[src/rtl/core/hrr_pkg.sv]
// Shared constants, types and helpers for the hue range remapper.
package hrr_pkg;

    localparam int ANGLE_BITS_DEF = 16;
    localparam int FIELD_BITS     = 16;
    localparam int QUEUE_DEPTH    = 2;
    localparam int ADDR_BITS      = 5;
    localparam int DATA_BITS      = 32;

    localparam logic [1:0] KIND_PASS   = 2'd0;
    localparam logic [1:0] KIND_DIRECT = 2'd1;
    localparam logic [1:0] KIND_MAP    = 2'd2;

    localparam logic [1:0] GM_FROM = 2'd1;
    localparam logic [1:0] GM_TO   = 2'd2;

    localparam logic [2:0] REG_SRC_START = 3'd0;
    localparam logic [2:0] REG_SRC_END   = 3'd1;
    localparam logic [2:0] REG_TGT_START = 3'd2;
    localparam logic [2:0] REG_TGT_END   = 3'd3;
    localparam logic [2:0] REG_MODE      = 3'd4;
    localparam logic [2:0] REG_GRAY_LIM  = 3'd5;
    localparam logic [2:0] REG_GRAY_HUE  = 3'd6;
    localparam logic [2:0] REG_GRAY_SAT  = 3'd7;

    typedef struct packed {
        logic [15:0] source_start;
        logic [15:0] source_end;
        logic [15:0] target_start;
        logic [15:0] target_end;
        logic [3:0]  mode_bits;
        logic [15:0] gray_limit;
        logic [15:0] gray_target_hue;
        logic [15:0] gray_target_sat;
    } cfg_t;

    // kind, hue, sat, neg, then four angle-sized fields of width w+1
    function automatic int item_bits(input int w);
        return 35 + 4 * (w + 1);
    endfunction

endpackage

[src/rtl/core/hrr_queue.sv]
// Short item queue between the classifier and the arithmetic pipeline.
module hrr_queue #(
    parameter int DW    = 8,
    parameter int DEPTH = hrr_pkg::QUEUE_DEPTH
) (
    input  logic          clk,
    input  logic          rst_n,
    input  logic          push,
    input  logic [DW-1:0] wr_data,
    input  logic          pop,
    output logic [DW-1:0] rd_data,
    output logic          full,
    output logic          empty
);

    localparam int PW = (DEPTH > 1) ? $clog2(DEPTH) : 1;
    localparam int CW = $clog2(DEPTH + 1);

    logic [DW-1:0] mem [0:DEPTH-1];
    logic [PW-1:0] wr_ptr_reg, rd_ptr_reg;
    logic [CW-1:0] count_reg;

    assign full    = (count_reg == CW'(DEPTH));
    assign empty   = (count_reg == '0);
    assign rd_data = mem[rd_ptr_reg];

    always_ff @(posedge clk)
    begin
        if (push)
        begin
            mem[wr_ptr_reg] <= wr_data;
        end
    end

    always_ff @(posedge clk or negedge rst_n)
    begin
        if (!rst_n)
        begin
            wr_ptr_reg <= '0;
            rd_ptr_reg <= '0;
            count_reg  <= '0;
        end
        else
        begin
            if (push)
            begin
                wr_ptr_reg <= (wr_ptr_reg == PW'(DEPTH - 1)) ? '0 : wr_ptr_reg + 1'b1;
            end
            if (pop)
            begin
                rd_ptr_reg <= (rd_ptr_reg == PW'(DEPTH - 1)) ? '0 : rd_ptr_reg + 1'b1;
            end
            if (push && !pop)
            begin
                count_reg <= count_reg + 1'b1;
            end
            else if (pop && !push)
            begin
                count_reg <= count_reg - 1'b1;
            end
        end
    end

endmodule

[src/rtl/core/hrr_front.sv]
// Input stage: slice geometry, gray handling and item classification.
module hrr_front #(
    parameter int W = hrr_pkg::ANGLE_BITS_DEF,
    parameter int IW = hrr_pkg::item_bits(W)
) (
    input  logic             clk,
    input  logic             rst_n,
    input  hrr_pkg::cfg_t    cfg,
    input  logic             in_valid,
    output logic             in_stall,
    input  logic [15:0]      hue_in,
    input  logic [15:0]      sat_in,
    input  logic             q_full,
    output logic             q_push,
    output logic [IW-1:0]    q_data
);

    typedef struct packed {
        logic [1:0]  kind;
        logic [15:0] hue;
        logic [15:0] sat;
        logic        neg;
        logic [W:0]  dcm;
        logic [W:0]  tam;
        logic [W:0]  ud;
        logic [W:0]  c;
    } item_t;

    function automatic logic [W-1:0] ang(input logic [15:0] v);
        logic [W+15:0] e;
        e = {{W{1'b0}}, v};
        return e[W-1:0];
    endfunction

    function automatic logic [15:0] to16(input logic [W-1:0] v);
        logic [W+15:0] e;
        e = {16'b0, v};
        return e[15:0];
    endfunction

    logic  [W-1:0] ss, se, ts, te, g, x, dsrc, nsrc;
    logic          sneg, tneg, gray, gfrom, gto, g_in_src;
    logic  [1:0]   gm;
    logic  [W:0]   a, b, c, d, lo, hi, xx, xt, t;
    logic          in1, in2, zw, hit0;
    item_t         item_next, item_reg;
    logic          valid_reg, accept;

    always_comb
    begin
        ss    = ang(cfg.source_start);
        se    = ang(cfg.source_end);
        ts    = ang(cfg.target_start);
        te    = ang(cfg.target_end);
        g     = ang(cfg.gray_target_hue);
        sneg  = cfg.mode_bits[0];
        tneg  = cfg.mode_bits[1];
        gm    = cfg.mode_bits[3:2];
        gray  = (sat_in <= cfg.gray_limit);
        gfrom = gray && (gm == hrr_pkg::GM_FROM);
        gto   = gray && (gm == hrr_pkg::GM_TO);

        dsrc     = sneg ? ss - se : se - ss;
        nsrc     = sneg ? g - se : se - g;
        g_in_src = (dsrc != '0) && (nsrc <= dsrc);

        a  = {sneg && (ss < se), ss};
        b  = {!sneg && (se < ss), se};
        c  = {tneg && (ts < te), ts};
        d  = {!tneg && (te < ts), te};
        lo = (a < b) ? a : b;
        hi = (a < b) ? b : a;

        x    = gfrom ? g : ang(hue_in);
        xx   = {1'b0, x};
        xt   = {1'b1, x};
        in1  = (lo <= xx) && (xx <= hi);
        in2  = (lo <= xt) && (xt <= hi);
        t    = in1 ? xx : xt;
        zw   = (a == b);
        hit0 = (xx == a) || (xt == a);

        item_next.neg = (d < c);
        item_next.dcm = (d < c) ? c - d : d - c;
        item_next.tam = (b < a) ? a - t : t - a;
        item_next.ud  = (b < a) ? a - b : b - a;
        item_next.c   = c;
        item_next.sat = gfrom ? cfg.gray_target_sat : sat_in;

        if (gto)
        begin
            item_next.kind = hrr_pkg::KIND_DIRECT;
            item_next.hue  = cfg.gray_target_hue;
            item_next.sat  = cfg.gray_target_sat;
        end
        else if (gfrom && !g_in_src)
        begin
            item_next.kind = hrr_pkg::KIND_PASS;
            item_next.hue  = hue_in;
            item_next.sat  = sat_in;
        end
        else if (zw ? hit0 : (in1 || in2))
        begin
            item_next.kind = zw ? hrr_pkg::KIND_DIRECT : hrr_pkg::KIND_MAP;
            item_next.hue  = to16(c[W-1:0]);
        end
        else if (gfrom)
        begin
            item_next.kind = hrr_pkg::KIND_DIRECT;
            item_next.hue  = to16(g);
        end
        else
        begin
            item_next.kind = hrr_pkg::KIND_PASS;
            item_next.hue  = hue_in;
        end
    end

    assign q_push   = valid_reg && !q_full;
    assign in_stall = valid_reg && q_full;
    assign accept   = in_valid && !in_stall;
    assign q_data   = item_reg;

    always_ff @(posedge clk)
    begin
        if (accept)
        begin
            item_reg <= item_next;
        end
    end

    always_ff @(posedge clk or negedge rst_n)
    begin
        if (!rst_n)
        begin
            valid_reg <= 1'b0;
        end
        else if (accept)
        begin
            valid_reg <= 1'b1;
        end
        else if (q_push)
        begin
            valid_reg <= 1'b0;
        end
    end

endmodule

[src/rtl/core/hrr_back.sv]
// Arithmetic pipeline: multiply, rounded restoring divide, wrap and output register.
module hrr_back #(
    parameter int W = hrr_pkg::ANGLE_BITS_DEF,
    parameter int IW = hrr_pkg::item_bits(W)
) (
    input  logic          clk,
    input  logic          rst_n,
    input  logic          q_empty,
    input  logic [IW-1:0] q_data,
    output logic          q_pop,
    output logic          out_valid,
    input  logic          out_stall,
    output logic [15:0]   hue_out,
    output logic [15:0]   sat_out,
    output logic          passed_through
);

    typedef struct packed {
        logic [1:0]  kind;
        logic [15:0] hue;
        logic [15:0] sat;
        logic        neg;
        logic [W:0]  dcm;
        logic [W:0]  tam;
        logic [W:0]  ud;
        logic [W:0]  c;
    } item_t;

    localparam int PW = 2 * W + 2;
    localparam int RW = 2 * W + 3;
    localparam int NS = W + 1;

    function automatic logic [15:0] to16(input logic [W-1:0] v);
        logic [W+15:0] e;
        e = {16'b0, v};
        return e[15:0];
    endfunction

    item_t         q_item;
    logic          adv;
    logic          m_valid_reg;
    item_t         m_item_reg;
    logic [PW-1:0] m_prod_reg;

    logic          st_valid_reg [0:NS];
    item_t         st_item_reg  [0:NS];
    logic [RW-1:0] st_rem_reg   [0:NS];
    logic [W:0]    st_q_reg     [0:NS];

    logic          out_valid_reg, out_pt_reg;
    logic [15:0]   out_hue_reg, out_sat_reg;
    item_t         last;
    logic [W+1:0]  h;

    assign q_item = q_data;
    assign adv    = !out_valid_reg || !out_stall;
    assign q_pop  = adv && !q_empty;

    always_ff @(posedge clk)
    begin
        if (adv)
        begin
            m_item_reg     <= q_item;
            m_prod_reg     <= q_item.dcm * q_item.tam;
            st_item_reg[0] <= m_item_reg;
            st_rem_reg[0]  <= RW'(m_prod_reg) + RW'(m_item_reg.ud >> 1);
            st_q_reg[0]    <= '0;
        end
    end

    always_ff @(posedge clk or negedge rst_n)
    begin
        if (!rst_n)
        begin
            m_valid_reg     <= 1'b0;
            st_valid_reg[0] <= 1'b0;
        end
        else if (adv)
        begin
            m_valid_reg     <= !q_empty;
            st_valid_reg[0] <= m_valid_reg;
        end
    end

    for (genvar j = 1; j <= NS; j++)
    begin : g_div
        localparam int SH = NS - j;
        logic [RW-1:0] den;
        logic          ge;

        assign den = RW'(st_item_reg[j-1].ud) << SH;
        assign ge  = (st_rem_reg[j-1] >= den);

        always_ff @(posedge clk)
        begin
            if (adv)
            begin
                st_item_reg[j] <= st_item_reg[j-1];
                st_rem_reg[j]  <= ge ? st_rem_reg[j-1] - den : st_rem_reg[j-1];
                st_q_reg[j]    <= st_q_reg[j-1] | (ge ? ((W+1)'(1) << SH) : '0);
            end
        end

        always_ff @(posedge clk or negedge rst_n)
        begin
            if (!rst_n)
            begin
                st_valid_reg[j] <= 1'b0;
            end
            else if (adv)
            begin
                st_valid_reg[j] <= st_valid_reg[j-1];
            end
        end
    end

    assign last = st_item_reg[NS];
    assign h    = last.neg ? {1'b0, last.c} - {1'b0, st_q_reg[NS]}
                           : {1'b0, last.c} + {1'b0, st_q_reg[NS]};

    always_ff @(posedge clk)
    begin
        if (adv)
        begin
            out_sat_reg <= last.sat;
            case (last.kind)
                hrr_pkg::KIND_MAP:
                begin
                    out_hue_reg <= to16(h[W-1:0]);
                    out_pt_reg  <= 1'b0;
                end
                hrr_pkg::KIND_DIRECT:
                begin
                    out_hue_reg <= last.hue;
                    out_pt_reg  <= 1'b0;
                end
                default:
                begin
                    out_hue_reg <= last.hue;
                    out_pt_reg  <= 1'b1;
                end
            endcase
        end
    end

    always_ff @(posedge clk or negedge rst_n)
    begin
        if (!rst_n)
        begin
            out_valid_reg <= 1'b0;
        end
        else if (adv)
        begin
            out_valid_reg <= st_valid_reg[NS];
        end
    end

    assign out_valid      = out_valid_reg;
    assign hue_out        = out_hue_reg;
    assign sat_out        = out_sat_reg;
    assign passed_through = out_pt_reg;

endmodule

[src/rtl/core/hue_range_remap.sv]
// Top level of the hue range remapper: register port, classifier, queue, arithmetic pipeline.
// Throughput: one item per cycle while out_stall is low; the divider is fully pipelined,
// one quotient bit per stage. Stages: input stage, queue, multiply, round add,
// ANGLE_BITS + 1 divide stages, output register.
// Reset: rst_n asynchronous, active low; clears all valid state and loads register defaults.
module hue_range_remap #(
    parameter int ANGLE_BITS = hrr_pkg::ANGLE_BITS_DEF
) (
    input  logic                          clk,
    input  logic                          rst_n,
    input  logic                          psel,
    input  logic                          penable,
    input  logic                          pwrite,
    input  logic [hrr_pkg::ADDR_BITS-1:0] paddr,
    input  logic [hrr_pkg::DATA_BITS-1:0] pwdata,
    output logic [hrr_pkg::DATA_BITS-1:0] prdata,
    output logic                          pready,
    input  logic                          in_valid,
    output logic                          in_stall,
    input  logic [15:0]                   hue_in,
    input  logic [15:0]                   sat_in,
    output logic                          out_valid,
    input  logic                          out_stall,
    output logic [15:0]                   hue_out,
    output logic [15:0]                   sat_out,
    output logic                          passed_through
);

    localparam int IW = hrr_pkg::item_bits(ANGLE_BITS);

    hrr_pkg::cfg_t cfg_reg;
    logic [2:0]    reg_idx;
    logic          wr_en;
    logic          q_full, q_empty, q_push, q_pop;
    logic [IW-1:0] q_wdata, q_rdata;

    assign pready  = 1'b1;
    assign reg_idx = paddr[4:2];
    assign wr_en   = psel && penable && pwrite;

    always_ff @(posedge clk or negedge rst_n)
    begin
        if (!rst_n)
        begin
            cfg_reg.source_start    <= 16'd0;
            cfg_reg.source_end      <= 16'hFFFF;
            cfg_reg.target_start    <= 16'd0;
            cfg_reg.target_end      <= 16'hFFFF;
            cfg_reg.mode_bits       <= 4'd0;
            cfg_reg.gray_limit      <= 16'd0;
            cfg_reg.gray_target_hue <= 16'd0;
            cfg_reg.gray_target_sat <= 16'd0;
        end
        else if (wr_en)
        begin
            unique case (reg_idx)
                hrr_pkg::REG_SRC_START: cfg_reg.source_start    <= pwdata[15:0];
                hrr_pkg::REG_SRC_END:   cfg_reg.source_end      <= pwdata[15:0];
                hrr_pkg::REG_TGT_START: cfg_reg.target_start    <= pwdata[15:0];
                hrr_pkg::REG_TGT_END:   cfg_reg.target_end      <= pwdata[15:0];
                hrr_pkg::REG_MODE:      cfg_reg.mode_bits       <= pwdata[3:0];
                hrr_pkg::REG_GRAY_LIM:  cfg_reg.gray_limit      <= pwdata[15:0];
                hrr_pkg::REG_GRAY_HUE:  cfg_reg.gray_target_hue <= pwdata[15:0];
                hrr_pkg::REG_GRAY_SAT:  cfg_reg.gray_target_sat <= pwdata[15:0];
                default: ;
            endcase
        end
    end

    always_comb
    begin
        unique case (reg_idx)
            hrr_pkg::REG_SRC_START: prdata = {16'b0, cfg_reg.source_start};
            hrr_pkg::REG_SRC_END:   prdata = {16'b0, cfg_reg.source_end};
            hrr_pkg::REG_TGT_START: prdata = {16'b0, cfg_reg.target_start};
            hrr_pkg::REG_TGT_END:   prdata = {16'b0, cfg_reg.target_end};
            hrr_pkg::REG_MODE:      prdata = {28'b0, cfg_reg.mode_bits};
            hrr_pkg::REG_GRAY_LIM:  prdata = {16'b0, cfg_reg.gray_limit};
            hrr_pkg::REG_GRAY_HUE:  prdata = {16'b0, cfg_reg.gray_target_hue};
            hrr_pkg::REG_GRAY_SAT:  prdata = {16'b0, cfg_reg.gray_target_sat};
            default:                prdata = '0;
        endcase
    end

    hrr_front #(
        .W  (ANGLE_BITS),
        .IW (IW)
    ) u_front (
        .clk      (clk),
        .rst_n    (rst_n),
        .cfg      (cfg_reg),
        .in_valid (in_valid),
        .in_stall (in_stall),
        .hue_in   (hue_in),
        .sat_in   (sat_in),
        .q_full   (q_full),
        .q_push   (q_push),
        .q_data   (q_wdata)
    );

    hrr_queue #(
        .DW    (IW),
        .DEPTH (hrr_pkg::QUEUE_DEPTH)
    ) u_queue (
        .clk     (clk),
        .rst_n   (rst_n),
        .push    (q_push),
        .wr_data (q_wdata),
        .pop     (q_pop),
        .rd_data (q_rdata),
        .full    (q_full),
        .empty   (q_empty)
    );

    hrr_back #(
        .W  (ANGLE_BITS),
        .IW (IW)
    ) u_back (
        .clk            (clk),
        .rst_n          (rst_n),
        .q_empty        (q_empty),
        .q_data         (q_rdata),
        .q_pop          (q_pop),
        .out_valid      (out_valid),
        .out_stall      (out_stall),
        .hue_out        (hue_out),
        .sat_out        (sat_out),
        .passed_through (passed_through)
    );

endmodule
[config.mk]
export PLATFORM = sky130hd
export DESIGN_NAME = hue_range_remap
export DESIGN_NICKNAME = d
export VERILOG_FILES = /design/src/rtl/core/hrr_pkg.sv /design/src/rtl/core/hrr_queue.sv /design/src/rtl/core/hrr_front.sv /design/src/rtl/core/hrr_back.sv /design/src/rtl/core/hue_range_remap.sv
export SDC_FILE = /design/constraint.sdc
export NUM_CORES = 2
export LEC_CHECK = 0
export BUFFER_PORTS_ARGS = -buffer_cell sky130_fd_sc_hd__buf_2
export CELL_PAD_IN_SITES_DETAIL_PLACEMENT = 1
export CELL_PAD_IN_SITES_GLOBAL_PLACEMENT = 2
export CORE_ASPECT_RATIO = 1.2
export CORE_MARGIN = 1
export CORE_UTILIZATION = 25
export DETAILED_ROUTE_END_ITERATION = 8
export PLACE_DENSITY = 0.45
export SETUP_SLACK_MARGIN = 0.1
export SLEW_MARGIN = 0
export SYNTH_ARGS = -nofsm -noshare
export SYNTH_HDL_FRONTEND = slang
export SYNTH_SLANG_ARGS = --single-unit
[constraint.sdc]
create_clock -name clk -period 89.9 [get_ports clk]
set_input_delay 17.98 -clock clk [delete_from_list [all_inputs] [get_ports clk]]
set_output_delay 17.98 -clock clk [all_outputs]
set_load 0.05 [all_outputs]
Word level (Yosys, flattened, before mapping)
Memories as Yosys holds them, arrays and structs flattened.
Cells that the tools add are included.
{"block": "word_totals", "regBits": 414, "ram_bits": 2996, "out_inout_bits": 68, "wordCells": 265, "n_memories": 4}
{"name": "u_back.st_item_reg", "depth": 18, "width": 103, "rd": 18, "rd_ports_with_merged_regs": 0, "wr": 18, "line": "hrr_back.sv:46", "text": "item_t st_item_reg [0:NS];"}
{"name": "u_back.st_rem_reg", "depth": 18, "width": 35, "rd": 17, "rd_ports_with_merged_regs": 0, "wr": 18, "line": "hrr_back.sv:47", "text": "logic [RW-1:0] st_rem_reg [0:NS];"}
{"name": "u_back.st_q_reg", "depth": 18, "width": 17, "rd": 18, "rd_ports_with_merged_regs": 0, "wr": 18, "line": "hrr_back.sv:48", "text": "logic [W:0] st_q_reg [0:NS];"}
{"name": "u_queue.mem", "depth": 2, "width": 103, "rd": 1, "rd_ports_with_merged_regs": 0, "wr": 1, "line": "hrr_queue.sv:19", "text": "logic [DW-1:0] mem [0:DEPTH-1];"}
{"block": "op_classes", "n_addsub": 34, "n_mul": 1, "order_cmp": 30, "eq_ne": 15, "mux": 65, "n_bitwise": 17, "reduce_logical": 46}
{"op": "35-bit two-way mux", "count": 17}
{"op": "17-bit bitwise OR", "count": 17}
{"op": "32-bit case mux with 8 select lines", "count": 1}
{"op": "17-bit two-way mux", "count": 9}
{"op": "16-bit two-way mux", "count": 8}
{"op": "17-bit subtractor", "count": 6}
{"op": "16-bit subtractor", "count": 5}
{"op": "16-bit < comparator", "count": 4}
{"op": "17-bit < comparator", "count": 3}
{"op": "34-bit by 16-bit adder with 35-bit output", "count": 1}
{"op": "35-bit by 17-bit greater-or-equal comparator with 1-bit output", "count": 1}
{"op": "35-bit by 18-bit greater-or-equal comparator with 1-bit output", "count": 1}
{"op": "35-bit by 19-bit greater-or-equal comparator with 1-bit output", "count": 1}
{"op": "35-bit by 20-bit greater-or-equal comparator with 1-bit output", "count": 1}
{"op": "35-bit by 21-bit greater-or-equal comparator with 1-bit output", "count": 1}
{"op": "35-bit by 22-bit greater-or-equal comparator with 1-bit output", "count": 1}
{"op": "35-bit by 23-bit greater-or-equal comparator with 1-bit output", "count": 1}
{"op": "35-bit by 24-bit greater-or-equal comparator with 1-bit output", "count": 1}
{"op": "35-bit by 25-bit greater-or-equal comparator with 1-bit output", "count": 1}
{"op": "35-bit by 26-bit greater-or-equal comparator with 1-bit output", "count": 1}
{"op": "35-bit by 27-bit greater-or-equal comparator with 1-bit output", "count": 1}
{"op": "35-bit by 28-bit greater-or-equal comparator with 1-bit output", "count": 1}
{"op": "35-bit by 29-bit greater-or-equal comparator with 1-bit output", "count": 1}
{"op": "35-bit by 30-bit greater-or-equal comparator with 1-bit output", "count": 1}
{"op": "62 further kinds", "count": 123}

Logic depth before layout (Yosys ltp)
{"block": "depth", "word_depth": 11, "depth_mapped": 28}

Modules after synthesis
From an unflattened synthesis, not the netlist that was laid out.
{"block": "unflattened", "cells_unflattened": 8967, "area_unflattened_um2": 121475.3}
{"module": "hrr_back", "n_inst": 1, "cells_each": 6628, "area_each_um2": 94847.2}
{"module": "hrr_front", "n_inst": 1, "cells_each": 1573, "area_each_um2": 13195.2}
{"module": "hrr_queue", "n_inst": 1, "cells_each": 337, "area_each_um2": 7871.3}
{"module": "hue_range_remap", "n_inst": 1, "cells_each": 429, "area_each_um2": 5561.6}

Worst setup path before layout
Ideal clock, no wire load.
{"block": "synth_path", "path_type": "input-to-reg", "from": "in out_stall", "to": "reg u_back.st_valid_reg[0] (netlist name)", "setup_time_ns": 0.240, "arrival_ns": 80.980, "slack_ns": 8.680, "cell_stages": 3, "n_path_buf": 1, "cell_sequence": "nand2_1 clkbuf_1 mux2_2"}
{"block": "synth_via", "elab_chain_len": 2}
{"item": "start: declaration", "line": "hue_range_remap.sv:23", "text": "input logic out_stall,"}
{"item": "1-bit zero test", "line": "hrr_back.sv:56", "text": "assign adv = !out_valid_reg || !out_stall;"}
{"item": "1-bit logical OR", "line": "hrr_back.sv:56"}
{"item": "net u_back.adv", "line": "hrr_back.sv:40", "text": "logic adv;"}
{"item": "end signal: indexed assignment", "line": "hrr_back.sv:112", "text": "st_valid_reg[j] <= st_valid_reg[j-1];"}
{"item": "end: declaration", "line": "hrr_back.sv:45", "text": "logic st_valid_reg [0:NS];"}
The timed path passes the listed nets, and every way through them passes these cells.
A chain may end at the register's enable or synchronous reset.

Worst setup path in the final report
{"block": "layout_path", "from": "in paddr[2] (netlist name)", "to": "out prdata[15] (netlist name)"}
{"block": "layout_via", "elab_chain_len": 2, "word_cells_on_any_way": 9, "classes_between": "eq/ne (7); mux (1); reduce/logical (1)"}
{"item": "start: declaration", "line": "hue_range_remap.sv:14", "text": "input logic [hrr_pkg::ADDR_BITS-1:0] paddr,"}
{"item": "3-bit == test, or another cell as far along", "line": "hue_range_remap.sv:72", "text": "unique case (reg_idx)"}
{"item": "32-bit case mux with 8 select lines *", "line": "hue_range_remap.sv:72"}
{"item": "end: declaration", "line": "hue_range_remap.sv:16", "text": "output logic [hrr_pkg::DATA_BITS-1:0] prdata,"}
Every way passes the cells marked *; elsewhere a longest branch is shown, timed or not. The select of a mux whose other input is x is not followed.

==> impl_metrics.toml <==
[timing]
min_period_ns = 38.31
fin_hold_ws_ns = 0.385
max-slew-margin-rel_pct = 22.1
worst_slew_pin_slew_ns = 1.14
setup_viol = 0
setup_slack_ns = 51.59
fin_tns_setup_ns = 0
rsz0062_at_grt = "false"
fmax_mhz = 26.1
fin_skew_ns = 0.0909
maxSlewViolCount = 0
hold_violations = 0
post-route-period-util_pct = 42.6

[critical_path]
startpoint_type = "input pin"
cpMaxStageDelayCell = "nor2_1"
reg2reg_depth = 20
rr_startpoint = "u_queue.rd_ptr_reg$_DFFE_PN0P_"
critPathCaptureType = "output port"
max_stage_delay_ns = 0.45
r2r_end = "u_back.m_prod_reg[32]$_DFFE_PP_"
path_class = "in -> out"
crit_arrival_ns = 20.33
path_cells = "buf_2, buf_4, inv_1, nor2_1, a22oi_1, nand2_1, nand2_1, o21ai_0, buf_2"
r2r_setup_slack_ns = 80.95
critPathRequiredTime_ns = 71.92
crit_fanout = 36

[logic_synthesis]
synthTopCellsByCount = "edfxtp_1 (2379), inv_1 (829), nand2_1 (678)"
ys_seq_area_share_pct = 63.2
yosysMostFrequentCell = "edfxtp_1"
ys_async_sr_fraction_pct = 5.60
synthTopCellsByArea = "edfxtp_1 (60%), ha_1 (6.7%), fa_1 (4.2%)"
synth_cell_type_count = 94
syn_area_per_cell_um2 = 13.6
synth_area_leader_cell = "edfxtp_1"
ys_warn_count = 0
synth_edf_count = 2379
synth_top_area_share_pct = 60.2
ys_ff_latch = 2520
synth_flop_cell = "edfxtp_1"
netlist_area_um2 = 119000
synth_cells = 8732

[clocking]
clk_pin_slew_ns = 0.06
clock_path_buffers = 4
clock_sinks = 2520
cts_resized = 0
cts.htree.levels = 5
numCtsBuffers = 296
postCtsHoldBufs = 0
cts_setup_buffers = 0
cts-root-buf = "clkbuf_16"
clock_latency_ns = 0.96
cts_tree = "yes"

[min_path]
hp-class = "reg -> reg"
min_path_cells = 0
hp-start = "u_back.st_item_reg[4][98]$_DFFE_PP_"
hold_path_end = "u_back.st_item_reg[5][98]$_DFFE_PP_"

[job]
maxCapViolations = 0

[placement]
place.gp.congestion = 0.810
place_ws_ns = 51.59
dp_hpwl_um = 251000
io_buffers = 108

[run_status]
status = "finished, final reports clean"

[grt]
grt_pass1_wl_um = 491000
antenna_found_initial = 16
grt_max_degree = 183
grt_pass1_vias = 72900
grtUsageTotal_pct = 13.7
grt-ovfl-total = 0

[die]
initial_core_util_pct = 25.2
core_um2 = 472000
fp-row-count = 276
chipHeight_um = 757
ios = 144
dieArea_um2 = 478000
die_w_um = 631

[detailed_routing]
dr.pass1.iters = 7
ant_nets = 0
viasPerCell = 4.35
wl_per_cell_um = 21.5
wirelength_um = 333000
via_count = 67500
drtIter0Drc = 3249
drc = 0

[layout]
drive_above_1_share_pct = 10.4
largest_reg_flops = 1207
nets = 9990
regArea_um2 = 75000
nFillCells = 50600
area_growth_pct = 14.9
multiInputGateArea_um2 = 39800
-- logic make-up (layout without fill, tap and decap cells) --
group | after synthesis | in the layout | share of synthesized area [%]
buffers and inverters | 1039 | 1547 | 3.40
flip-flops | 2520 | 2520 | 63.2
AND/OR/NAND/NOR | 1949 | 1949 | 7.79
multiplexers | 356 | 356 | 3.30
other | 2 | 23 | 0.00633
adder cells (fa/ha/maj) | 886 | 886 | 10.9
AO/OA/AOI/OAI | 1492 | 1492 | 7.80
XOR/XNOR | 488 | 488 | 3.60
-- layout by cell type (no fill, tap or decap), types with 27 or more instances in the layout --
cell and count:
a211oi_1 40, a21boi_0 34, a21o_1 184, a21oi_1 440
a31oi_1 31, and2_1 27, and3_1 35, buf_2 107
buf_4 79, clkbuf_1 74, clkbuf_16 302, clkinv_1 53
clkinv_2 35, dfrtp_1 108, dfstp_2 32, edfxtp_1 2379
fa_1 250, ha_1 636, inv_1 829, mux2_2 244
mux2i_1 104, nand2_1 677, nand2b_1 62, nand3_1 85
nand4_1 63, nor2_1 500, nor2b_1 89, nor3_1 127
nor4_1 79, o21a_1 49, o21ai_0 423, o21bai_1 40
o31ai_1 37, or3_1 50, xnor2_1 270, xor2_1 218
-- critical path, delay by kind of cell --
family / cells / cell delay (ns)
and+or+nand+nor: 3 / 0.62
buffers and inverters: 4 / 1.17
AOI/OAI and AO/OA: 2 / 0.53
-- layout make-up --
| class | count | share of cell area [%] |
|---|---|---|
| inverter | 832 | 2.29 |
| tap | 6255 | 5.74 |
| clock inverter | 144 | 1.08 |
| timing repair buffer | 190 | 0.880 |
| multi-input combinational | 5188 | 29.2 |
| sequential | 2520 | 55.0 |
| clock buffer | 381 | 5.80 |
| antenna | 6 | 0.0110 |
-- worst max-delay path by stage --
stage / startpoint / endpoint / cells past startpoint
2_1_floorplan: out_stall / u_back.st_valid_reg[0]$_DFFE_PN0P_ / 3
3_3_place_gp: paddr[2] / prdata[13] / 9
3_5_place_dp: paddr[2] / prdata[13] / 9
4_1_cts: paddr[2] / prdata[13] / 9
5_1_grt: paddr[2] / prdata[15] / 11
6_report: paddr[2] / prdata[15] / 9
-- stage by stage --
step,utilization [%],instance area (µm²),std cells
final,28.9,136000,15500
after global routing,28.9,136000,15500
after CTS,28.9,136000,15500
after detailed placement,26.9,127000,15000
after global placement,26.9,127000,15000
after floorplan,-,119000,8747
-- metal layers --
layer | vias to the layer above | track usage, % | part of all wire [%]
met5 | - | 0 | 0
met4 | 0 | 3.94 | 2.9
met3 | 417 | 1.68 | 2.4
met2 | 677 | 26.1 | 53
met1 | 34100 | 16.0 | 41
li1 | 32300 | - | -
Power is not shown: default switching activity piles up to over one toggle a cycle in this logic, so the estimate is an artifact.
